### src/rtl/core/risd_pkg.sv
// ----------------------------------------------------------------------------
// risd_pkg: shared types for the record insertion sorter
// Record layout, the link that one cell hands to its neighbor, and the
// control word that steers every cell of the chain.
// ----------------------------------------------------------------------------
package risd_pkg;

  localparam int AgeW    = 8;
  localparam int NameLoW = 64;
  localparam int NameMiW = 64;
  localparam int NameHiW = 32;

  // One person record
  typedef struct packed {
    logic [AgeW-1:0]    age;
    logic [NameLoW-1:0] name_low;
    logic [NameMiW-1:0] name_mid;
    logic [NameHiW-1:0] name_high;
  } rec_t;

  // Contents of one cell as seen by its neighbors
  typedef struct packed {
    logic valid;
    rec_t rec;
  } link_t;

  // Chain-wide control, one per cycle
  typedef struct packed {
    logic insert;     // place the broadcast record into the chain
    logic shift_out;  // move every cell one place toward the head
  } ctl_t;

endpackage

### src/rtl/core/risd_cell.sv
// ----------------------------------------------------------------------------
// risd_cell: one slot of the sorting chain
// Holds one record. On insert it keeps its record, takes the new one, or
// takes its upper neighbor's; on drain it takes its lower neighbor's.
// ----------------------------------------------------------------------------
module risd_cell (
  input  logic           clk,
  input  logic           rst_n,
  input  risd_pkg::ctl_t ctl,
  input  risd_pkg::rec_t new_rec,
  input  logic           prev_ge,
  input  risd_pkg::link_t prev_link,
  input  risd_pkg::link_t next_link,
  output risd_pkg::link_t link,
  output logic           ge
);

  logic           valid_r, valid_nxt;
  risd_pkg::rec_t rec_r, rec_nxt;

  // Equal keys stay ahead of the new record, which keeps the sort stable
  assign ge   = valid_r && (rec_r.age >= new_rec.age);
  assign link = '{valid: valid_r, rec: rec_r};

  // Pick the next contents of the slot
  always_comb begin
    valid_nxt = valid_r;
    rec_nxt   = rec_r;
    if (ctl.shift_out) begin
      valid_nxt = next_link.valid;
      rec_nxt   = next_link.rec;
    end else if (ctl.insert && !ge) begin
      if (prev_ge) begin
        valid_nxt = 1'b1;
        rec_nxt   = new_rec;
      end else begin
        valid_nxt = prev_link.valid;
        rec_nxt   = prev_link.rec;
      end
    end
  end

  // Clear the occupancy bit on reset
  always_ff @(posedge clk) begin
    if (!rst_n) begin
      valid_r <= 1'b0;
    end else begin
      valid_r <= valid_nxt;
    end
  end

  // Hold or load the record
  always_ff @(posedge clk) begin
    rec_r <= rec_nxt;
  end

endmodule

### config.mk
export PLATFORM = sky130hd
export DESIGN_NAME = risd_cell
export DESIGN_NICKNAME = d
export VERILOG_FILES = /design/src/rtl/core/risd_pkg.sv /design/src/rtl/core/risd_cell.sv
export SDC_FILE = /design/constraint.sdc
export NUM_CORES = 1
export LEC_CHECK = 0
export BUFFER_PORTS_ARGS = -buffer_cell sky130_fd_sc_hd__buf_2
export CORE_AREA = 2 2 266 268
export DETAILED_ROUTE_END_ITERATION = 6
export DIE_AREA = 0 0 268 270
export PLACE_DENSITY_LB_ADDON = 0.05
export SYNTH_ARGS = -nofsm -noshare
export SYNTH_HDL_FRONTEND = slang
export SYNTH_SLANG_ARGS = --single-unit
### constraint.sdc
create_clock -name clk -period 5.9 [get_ports clk]
set_input_delay 0.295 -clock clk [delete_from_list [all_inputs] [get_ports clk]]
set_output_delay 0.295 -clock clk [all_outputs]
set_load 0.02 [all_outputs]
## After elaboration in Yosys (flattened, before gate mapping)

Cells that the tools add are included.

| storage, ports and cells | value |
|---|---|
| logic and storage cells | 16 |
| register bits after elaboration | 169 |

| operators by class | value |
|---|---|
| muxes and demuxes | 6 |
| reduce and logical (&&, ||, !) cells | 4 |
| magnitude comparators | 1 |

Operator list:

| operator | number |
|---|---|
| 168-bit 2-to-1 mux | 3 |
| 8-bit >= comparator | 1 |
| 1-bit 2-to-1 mux | 3 |
| 1-bit logical AND | 2 |
| 2-bit nonzero test | 1 |
| 1-bit logical NOT | 1 |

## Longest topological paths before layout

Gate-level depths: netlist (run 1).

| depth | value |
|---|---|
| depth after elaboration | 6 |
| depth in mapped cells | 7 |
| gate-level depth less buffers | 7 |

## Worst setup path after synthesis (run 1)

OpenSTA, ideal clock, no wires.

| timing path | value |
|---|---|
| kind | reg2reg |
| start point | register rec_r, in the netlist link[160] |
| end point | register rec_r, in the netlist link[0] (enable) |
| arrival | 5752 ps |
| clock period less this slack | 6320 ps |
| slack | -420 ps |
| stages on the path, launching flop included | 8 |
| cells stage by stage | edfxtp_1 inv_1 ha_1 nand2b_4 a2111oi_4 o21ai_1 nand2b_1 a311o_1 |

| on the way | value |
|---|---|
| longest elaborated chain between the ends | 5 |

RTL lines:

| what | RTL line | source |
|---|---|---|
| from (decl) | risd_cell.sv:19 | `risd_pkg::rec_t rec_r, rec_nxt;` |
| from (signal assigned) | risd_cell.sv:54 | `rec_r <= rec_nxt;` |
| 8-bit >= comparator | risd_cell.sv:22 | `assign ge = valid_r && (rec_r.age >= new_rec.age);` |
| 1-bit logical AND | risd_cell.sv:22 |  |
| 1-bit logical NOT | risd_cell.sv:32 | `end else if (ctl.insert && !ge) begin` |
| 1-bit logical AND | risd_cell.sv:32 |  |
| 2-bit nonzero test (no source line) | -- |  |

No other way between the ends.
A chain may end at the register's enable or synchronous reset.

## Worst setup path after layout (run 1)

| timing path | value |
|---|---|
| start point | register rec_r, in the netlist link[160] |
| end point | register rec_r, in the netlist link[6] (enable) |

Same word-level chain as after synthesis.

==> results.sh, run 1 <==
export IMPL_clk_path_buf_depth=2
export IMPL_area_growth_pct=56.6
export IMPL_critPathMaxFanout=85
export IMPL_cts_buffers=17
export IMPL_yosys_area_top_type="edfxtp_1"
export IMPL_grt_pass1_vias=8388
export IMPL_outcome="finished, final reports clean"
export IMPL_grt_max_degree=132
export IMPL_layout_drive_gt1_share=0.505
export IMPL_syn_inst=767
export IMPL_drtIter0Drc=230
export IMPL_cts_resized=0
export IMPL_fin_skew_ns=0.0181
export IMPL_path_buf_inv=3
export IMPL_critical_path_class="flop to flop"
export IMPL_post_route_drc_count=0
export IMPL_port_buffers=680
export IMPL_syn_num_nets=1286
export IMPL_fill_cells=7787
export IMPL_fp_row_count=97
export IMPL_cts_tree="yes"
export IMPL_power_leakage_nw=6.56
export IMPL_die_w_um=268
export IMPL_whs_ns=0.0880
export IMPL_hpwl_mm=34.4
export IMPL_wl_mm=42.4
export IMPL_initial_core_util=0.127
export IMPL_slew_violations=0
export IMPL_p_per_area_nw_per_um2=263
export IMPL_gp_congestion=0.766
export IMPL_tightest_slew_ns=1.04
export IMPL_postRouteAntennaNets=0
export IMPL_wl_per_cell_um=17.9
export IMPL_synth_common_cells="171 x o21ai_0, 168 x edfxtp_1, 168 x mux2i_1, 168 x nand2_1, 32 x clkbuf_1"
export IMPL_antenna_found_initial=8
export IMPL_dr_total_vias=8083
export IMPL_vdd_ir_drop_max_mv=0.213
export IMPL_coreArea_um2=69500
export IMPL_clkTransAtPathRegs_ns=0.07
export IMPL_synth_distinct_cells=24
export IMPL_cap_violations=0
export IMPL_clockRootBuffer="clkbuf_16"
export IMPL_hold_buffers=0
export IMPL_synth_edf_count=168
export IMPL_required_ns=6.01
export IMPL_clk_latency_ns=0.48
export IMPL_viasPerCell=3.41
export IMPL_crit_chain="inv_1 > ha_1 > nand2b_4 > a2111oi_4 > o21ai_1 > nand2b_1 > a311o_2 > buf_12 > buf_12"
export IMPL_synth_top_area_frac=0.571
export IMPL_max_freq_mhz=312
export IMPL_io_pins=681
export IMPL_end_kind="flop"
export IMPL_period_share=0.544
export IMPL_grt_usage=0.113
export IMPL_finalPower_mw=3.64
export IMPL_min_period_ns=3.21
export IMPL_grt_first_pass_wirelength_mm=57.7
export IMPL_fin_setup_tns_ns=0
export IMPL_cp_slowest_cell="buf_12"
export IMPL_dieArea_um2=72400
export IMPL_rsz0062_at_grt="no"
export IMPL_final_nets=1933
export IMPL_cts_sinks=169
export IMPL_crit_top_cell="buf_12"
export IMPL_ys_ff_latch=169
export IMPL_max_stage_delay_ns=0.45
export IMPL_startpoint_type="flop"
export IMPL_gr_total_overflow=0
export IMPL_setup_viol=0
export IMPL_cts_max_level=4
export IMPL_post_route_util=0.199
export IMPL_die_h_um=270
export IMPL_first_pass_iters=4
export IMPL_max_slew_margin_rel=0.310
export IMPL_yosys_top_cells_area="edfxtp_1 57%, mux2i_1 19%, o21ai_0 9.7%"
export IMPL_ys_seq_area_frac=0.573
export IMPL_hold_class="primary input to flop"
export IMPL_synth_most_common_cell="o21ai_0"
export IMPL_cp_arrival_ns=3.32
export IMPL_yosys_warnings=0
export IMPL_async_flop_share=0
export IMPL_postCtsSetupBuffers=0
export IMPL_hold_viol_final=0
export IMPL_cp_top_family="buffers and inverters"
export IMPL_syn_area_per_cell_um2=11.5
export IMPL_synthFlopType="edfxtp_1"
export IMPL_syn_area_um2=8830
-- layout by cell type, fill, tap and decap left out, types with 2 or more instances in the layout --
cell,netlist,routed
buf_2,11,678
o21ai_0,171,171
mux2i_1,168,168
nand2_1,168,168
edfxtp_1,168,168
clkbuf_16,0,17
inv_1,10,10
ha_1,8,8
diode_2,0,6
bufinv_16,0,4
nand3_1,3,3
clkinvlp_4,0,3
buf_12,0,3
buf_4,2,3
clkinv_4,0,2
inv_6,0,2
buf_8,0,2
-- path summary, 6_finish.rpt --
| kind | start | endpoint | slack [ns] | cells past startpoint |
|---|---|---|---|---|
| max reg2reg | link[160]$_DFFE_PP_ | link[6]$_DFFE_PP_ | 2.69 | 9 |
| max | link[160]$_DFFE_PP_ | link[6]$_DFFE_PP_ | 2.69 | 9 |
| min | next_link[61] | link[61]$_DFFE_PP_ | 0.09 | 3 |
| min reg2reg | valid_r$_SDFFE_PN0P_ | valid_r$_SDFFE_PN0P_ | 0.62 | 2 |
-- cell families (layout without fill, tap and decap cells) --
family | Yosys count | after routing | synth area share
compound gates | 180 | 180 | 0.107
fa+ha+maj | 8 | 8 | 0.0113
buf+inv | 68 | 728 | 0.0424
flops | 169 | 169 | 0.573
mux | 168 | 168 | 0.190
other cells | 0 | 6 | 0
simple gates | 174 | 174 | 0.0761
-- flip-flops by register name, indices dropped and copies added (netlist names) --
name,count
link,168
valid_r,1
-- where the power goes --
part           internal (mW)  switching [mW]
logic                  0.316           0.526
registers               1.50          0.0342
clock network          0.725           0.543
total                   2.54            1.10
-- tightest hold or removal path, stage by stage --
cell and delay [ns]:
buf_2 0.07, nand2_1 0.04, o21ai_0 0.05
-- metal layers --
layer | vias to the layer above | wire (um) | track usage
met4 | 2 | 525 | 0.0296
met2 | 334 | 23800 | 0.223
met3 | 22 | 3740 | 0.0465
met1 | 3622 | 14300 | 0.105
li1 | 4103 | - | -
met5 | - | 7 | 0
-- cell type report --
type	count	area (um^2)	area share
tap	940	1180	0.0850
clock buffer	19	443	0.0320
inverter	10	37.5	0.00271
multi-input combinational	530	3400	0.246
clock inverter	13	194	0.0140
sequential	169	5060	0.366
antenna	6	15.0	0.00109
timing repair buffer	686	3510	0.253
-- through the flow --
stage	cell area, um^2	worst slack, ns	instances
after CTS	13800	2.63	2367
after global routing	13800	2.43	2368
final	13800	2.69	2373
after global placement	13200	2.63	2335
after detailed placement	13200	2.62	2335
after floorplan	8830	1.84	767
(Power assumes the default switching activity.)
==> inputs of run 2 (changes only) <==
--- a/config.mk
+++ b/config.mk
@@ -5,10 +5,11 @@
 export SDC_FILE = /design/constraint.sdc
 export NUM_CORES = 1
 export LEC_CHECK = 0
+export ABC_AREA = 1
 export BUFFER_PORTS_ARGS = -buffer_cell sky130_fd_sc_hd__buf_2
-export CORE_AREA = 2 2 266 268
+export CORE_AREA = 2 2 265 267
 export DETAILED_ROUTE_END_ITERATION = 6
-export DIE_AREA = 0 0 268 270
+export DIE_AREA = 0 0 267 269
 export PLACE_DENSITY_LB_ADDON = 0.05
 export SYNTH_ARGS = -nofsm -noshare
 export SYNTH_HDL_FRONTEND = slang
==> constraint.sdc (replaced) <==
create_clock -name clk -period 3.3 [get_ports clk]
set_input_delay 0.165 -clock clk [delete_from_list [all_inputs] [get_ports clk]]
set_output_delay 0.165 -clock clk [all_outputs]
set_load 0.02 [all_outputs]
==> run 2 against run 1 <==
  * Worst hold slack worse by 0.044 ns
  * First-iteration DRC count increased by 29%
  * Area after synthesis down 0.57%
  * Fmax up 34%
  * Utilization up 0.66 points
  * Sequential share of layout area is 1.1 points lower
  * Worst setup slack got worse by 1.8 ns
  * Clock skew decreased by 0.0038 ns
  * Register-to-register slack got worse by 1.8 ns
==> results.sh, run 2 <==
export IMPL_outcome="finished, final reports clean"
export IMPL_final_common_cell="buf_2"
export IMPL_p_seq_frac=0.422
export IMPL_async_flop_share=0
export IMPL_post_place_ws_ns=0.885
export IMPL_largest_register_ffs=168
export IMPL_multi_input_area_um2=3170
export IMPL_synth_simple_gate_area_share=0.152
export IMPL_syn_area_per_cell_um2=9.14
export IMPL_clockPowerShare=0.337
export IMPL_whs_ns=0.0438
export IMPL_cap_violations=0
export IMPL_gr_total_overflow=0
export IMPL_cts_max_level=4
export IMPL_coreArea_um2=69300
export IMPL_max_freq_mhz=419
export IMPL_yosys_area_top_type="edfxtp_1"
export IMPL_ys_ff_latch=169
export IMPL_register_area_um2=5060
export IMPL_clk_path_buf_depth=2
export IMPL_syn_area_um2=8780
export IMPL_synth_common_cells="338 x a21oi_1, 179 x nand2_1, 170 x nor2_1"
export IMPL_fill_cells=7865
export IMPL_post_place_cells=2524
export IMPL_dieArea_um2=71800
export IMPL_period_share=0.724
export IMPL_die_h_um=269
export IMPL_antenna_found_initial=9
export IMPL_final_nets=2172
export IMPL_ys_seq_area_frac=0.577
export IMPL_wl_per_cell_um=18.3
export IMPL_hold_depth=3
export IMPL_port_buffers=680
export IMPL_clk_latency_ns=0.47
export IMPL_initial_core_util=0.127
export IMPL_gp_congestion=0.772
export IMPL_syn_inst=961
export IMPL_vdd_ir_drop_max_mv=0.252
export IMPL_hpwl_mm=37.1
export IMPL_synth_top_area_frac=0.574
export IMPL_max_slew_margin_rel=0.488
export IMPL_hold_class="primary input to flop"
export IMPL_hold_viol_final=0
export IMPL_synthFlopType="edfxtp_1"
export IMPL_postCtsSetupBuffers=0
export IMPL_synth_distinct_cells=20
export IMPL_clkTransAtPathRegs_ns=0.07
export IMPL_required_ns=3.46
export IMPL_clockRootBuffer="clkbuf_16"
export IMPL_synth_edf_count=168
export IMPL_synthXorXnorAreaFrac=0
export IMPL_cts_tree="yes"
export IMPL_grt_max_degree=109
export IMPL_end_kind="flop"
export IMPL_hold_start="next_link[10]"
export IMPL_finalPower_mw=6.35
export IMPL_post_route_drc_count=0
export IMPL_postRouteAntennaNets=0
export IMPL_slew_violations=0
export IMPL_cts_sinks=169
export IMPL_fin_skew_ns=0.0143
export IMPL_fin_setup_tns_ns=0
export IMPL_swShare=0.308
export IMPL_tightest_slew_ns=0.768
export IMPL_yosys_top_cells_area="edfxtp_1 57%, a21oi_1 19%, nand2_1 7.6%"
export IMPL_rsz0062_at_grt="no"
export IMPL_fin_area_um2=14200
export IMPL_worstReg2RegStart="link[165]$_DFFE_PP_"
export IMPL_post_route_util=0.206
export IMPL_layout_drive_gt1_share=0.440
export IMPL_min_period_ns=2.39
export IMPL_comb_power_share=0.241
export IMPL_wl_mm=47.8
export IMPL_reg2reg_to="link[138]$_DFFE_PP_"
export IMPL_yosys_warnings=0
export IMPL_synth_compound_area_frac=0.196
export IMPL_syn_num_nets=1480
export IMPL_synth_mux_area_fraction=0
export IMPL_drtIter0Drc=297
export IMPL_p_per_area_nw_per_um2=446
export IMPL_io_pins=681
export IMPL_synth_most_common_cell="a21oi_1"
export IMPL_power_leakage_nw=6.37
export IMPL_dpl_cell_area_um2=13100
export IMPL_cp_arrival_ns=2.55
export IMPL_cts_resized=0
export IMPL_setup_viol=0
export IMPL_switchingPower_mw=1.95
export IMPL_dr_total_vias=9781
export IMPL_grt_usage=0.127
export IMPL_synth_fa_ha_area_frac=0.0114
export IMPL_area_growth_pct=62.2
export IMPL_reg2reg_slack_ns=0.91
export IMPL_r2r_cells=9
export IMPL_cts_buffers=17
export IMPL_first_pass_iters=7
export IMPL_die_w_um=267
export IMPL_final_cell_mix="678 x buf_2, 338 x a21oi_1, 179 x nand2_1, 170 x nor2_1, 168 x edfxtp_1"
export IMPL_fp_row_count=97
export IMPL_startpoint_type="flop"
export IMPL_fin_cells=2609
export IMPL_postLayoutSetupSlackWorst_ns=0.911
export IMPL_critical_path_class="flop to flop"
export IMPL_viasPerCell=3.75
export IMPL_grt_first_pass_wirelength_mm=66.2
export IMPL_grt_pass1_vias=9950
export IMPL_hold_end="link[10]$_DFFE_PP_"
export IMPL_critPathMaxFanout=46
export IMPL_synth_top_family_by_area="compound AO/OA/AOI/OAI gates"
export IMPL_p_int_mw=4.40
-- run 2: layout make-up --
class | count | area share
flip-flops and latches | 169 | 0.356
repair buffers | 748 | 0.292
multi-input cells | 703 | 0.223
well taps | 940 | 0.0826
clock buffers | 17 | 0.0299
clock inverters | 14 | 0.0120
inverters | 14 | 0.00439
diodes | 4 | 0.000703
-- run 2: kinds of logic (layout without fill, tap and decap cells) --
kind of cell	count (synthesis)	in the layout
flip-flops	169	169
AO/OA/AOI/OAI	342	342
buffers and inverters	89	793
adder cells (fa/ha/maj)	8	8
AND/OR/NAND/NOR	353	353
other	0	4
-- run 2: power groups by stage --
stage	combinational [mW]	clock [mW]	sequential, mW
finish	1.53	2.14	2.68
global route	1.67	2.33	2.70
CTS	1.58	2.27	2.69
detailed placement	1.52	0	2.73
global placement	1.55	0	2.73
floorplan	0.444	0	3.02
-- run 2: how the worst max path moves through the flow --
stage,startpoint,end,slack [ns]
floorplan,link[167]$_DFFE_PP_,link[0]$_DFFE_PP_,0.44
global placement,link[165]$_DFFE_PP_,link[17]$_DFFE_PP_,0.91
detailed placement,link[165]$_DFFE_PP_,link[37]$_DFFE_PP_,0.89
CTS,link[165]$_DFFE_PP_,link[70]$_DFFE_PP_,0.86
global route,link[165]$_DFFE_PP_,link[138]$_DFFE_PP_,0.74
finish,link[165]$_DFFE_PP_,link[138]$_DFFE_PP_,0.91
-- run 2: per-layer routing --
metal | track usage | vias to the layer above | routed length, um
met3 | 0.0433 | 48 | 3330
met5 | 0 | - | 55
met2 | 0.236 | 352 | 25800
met4 | 0.0401 | 8 | 990
li1 | - | 4734 | -
met1 | 0.133 | 4639 | 17600
-- run 2: repair_timing --
item	in CTS	in global routing
endpoints found under the hold margin	42	0
endpoints found under the setup margin	0	0
hold buffers	50	0
-- run 2: critical path, stage by stage (launching register included) --
cell,delay (ns)
edfxtp_1,0.41
ha_1,0.30
a21oi_1,0.16
nor2_1,0.05
nor2_1,0.11
nand3_1,0.10
nand2_1,0.09
nand2_1,0.13
nand2_8,0.37
buf_12,0.29
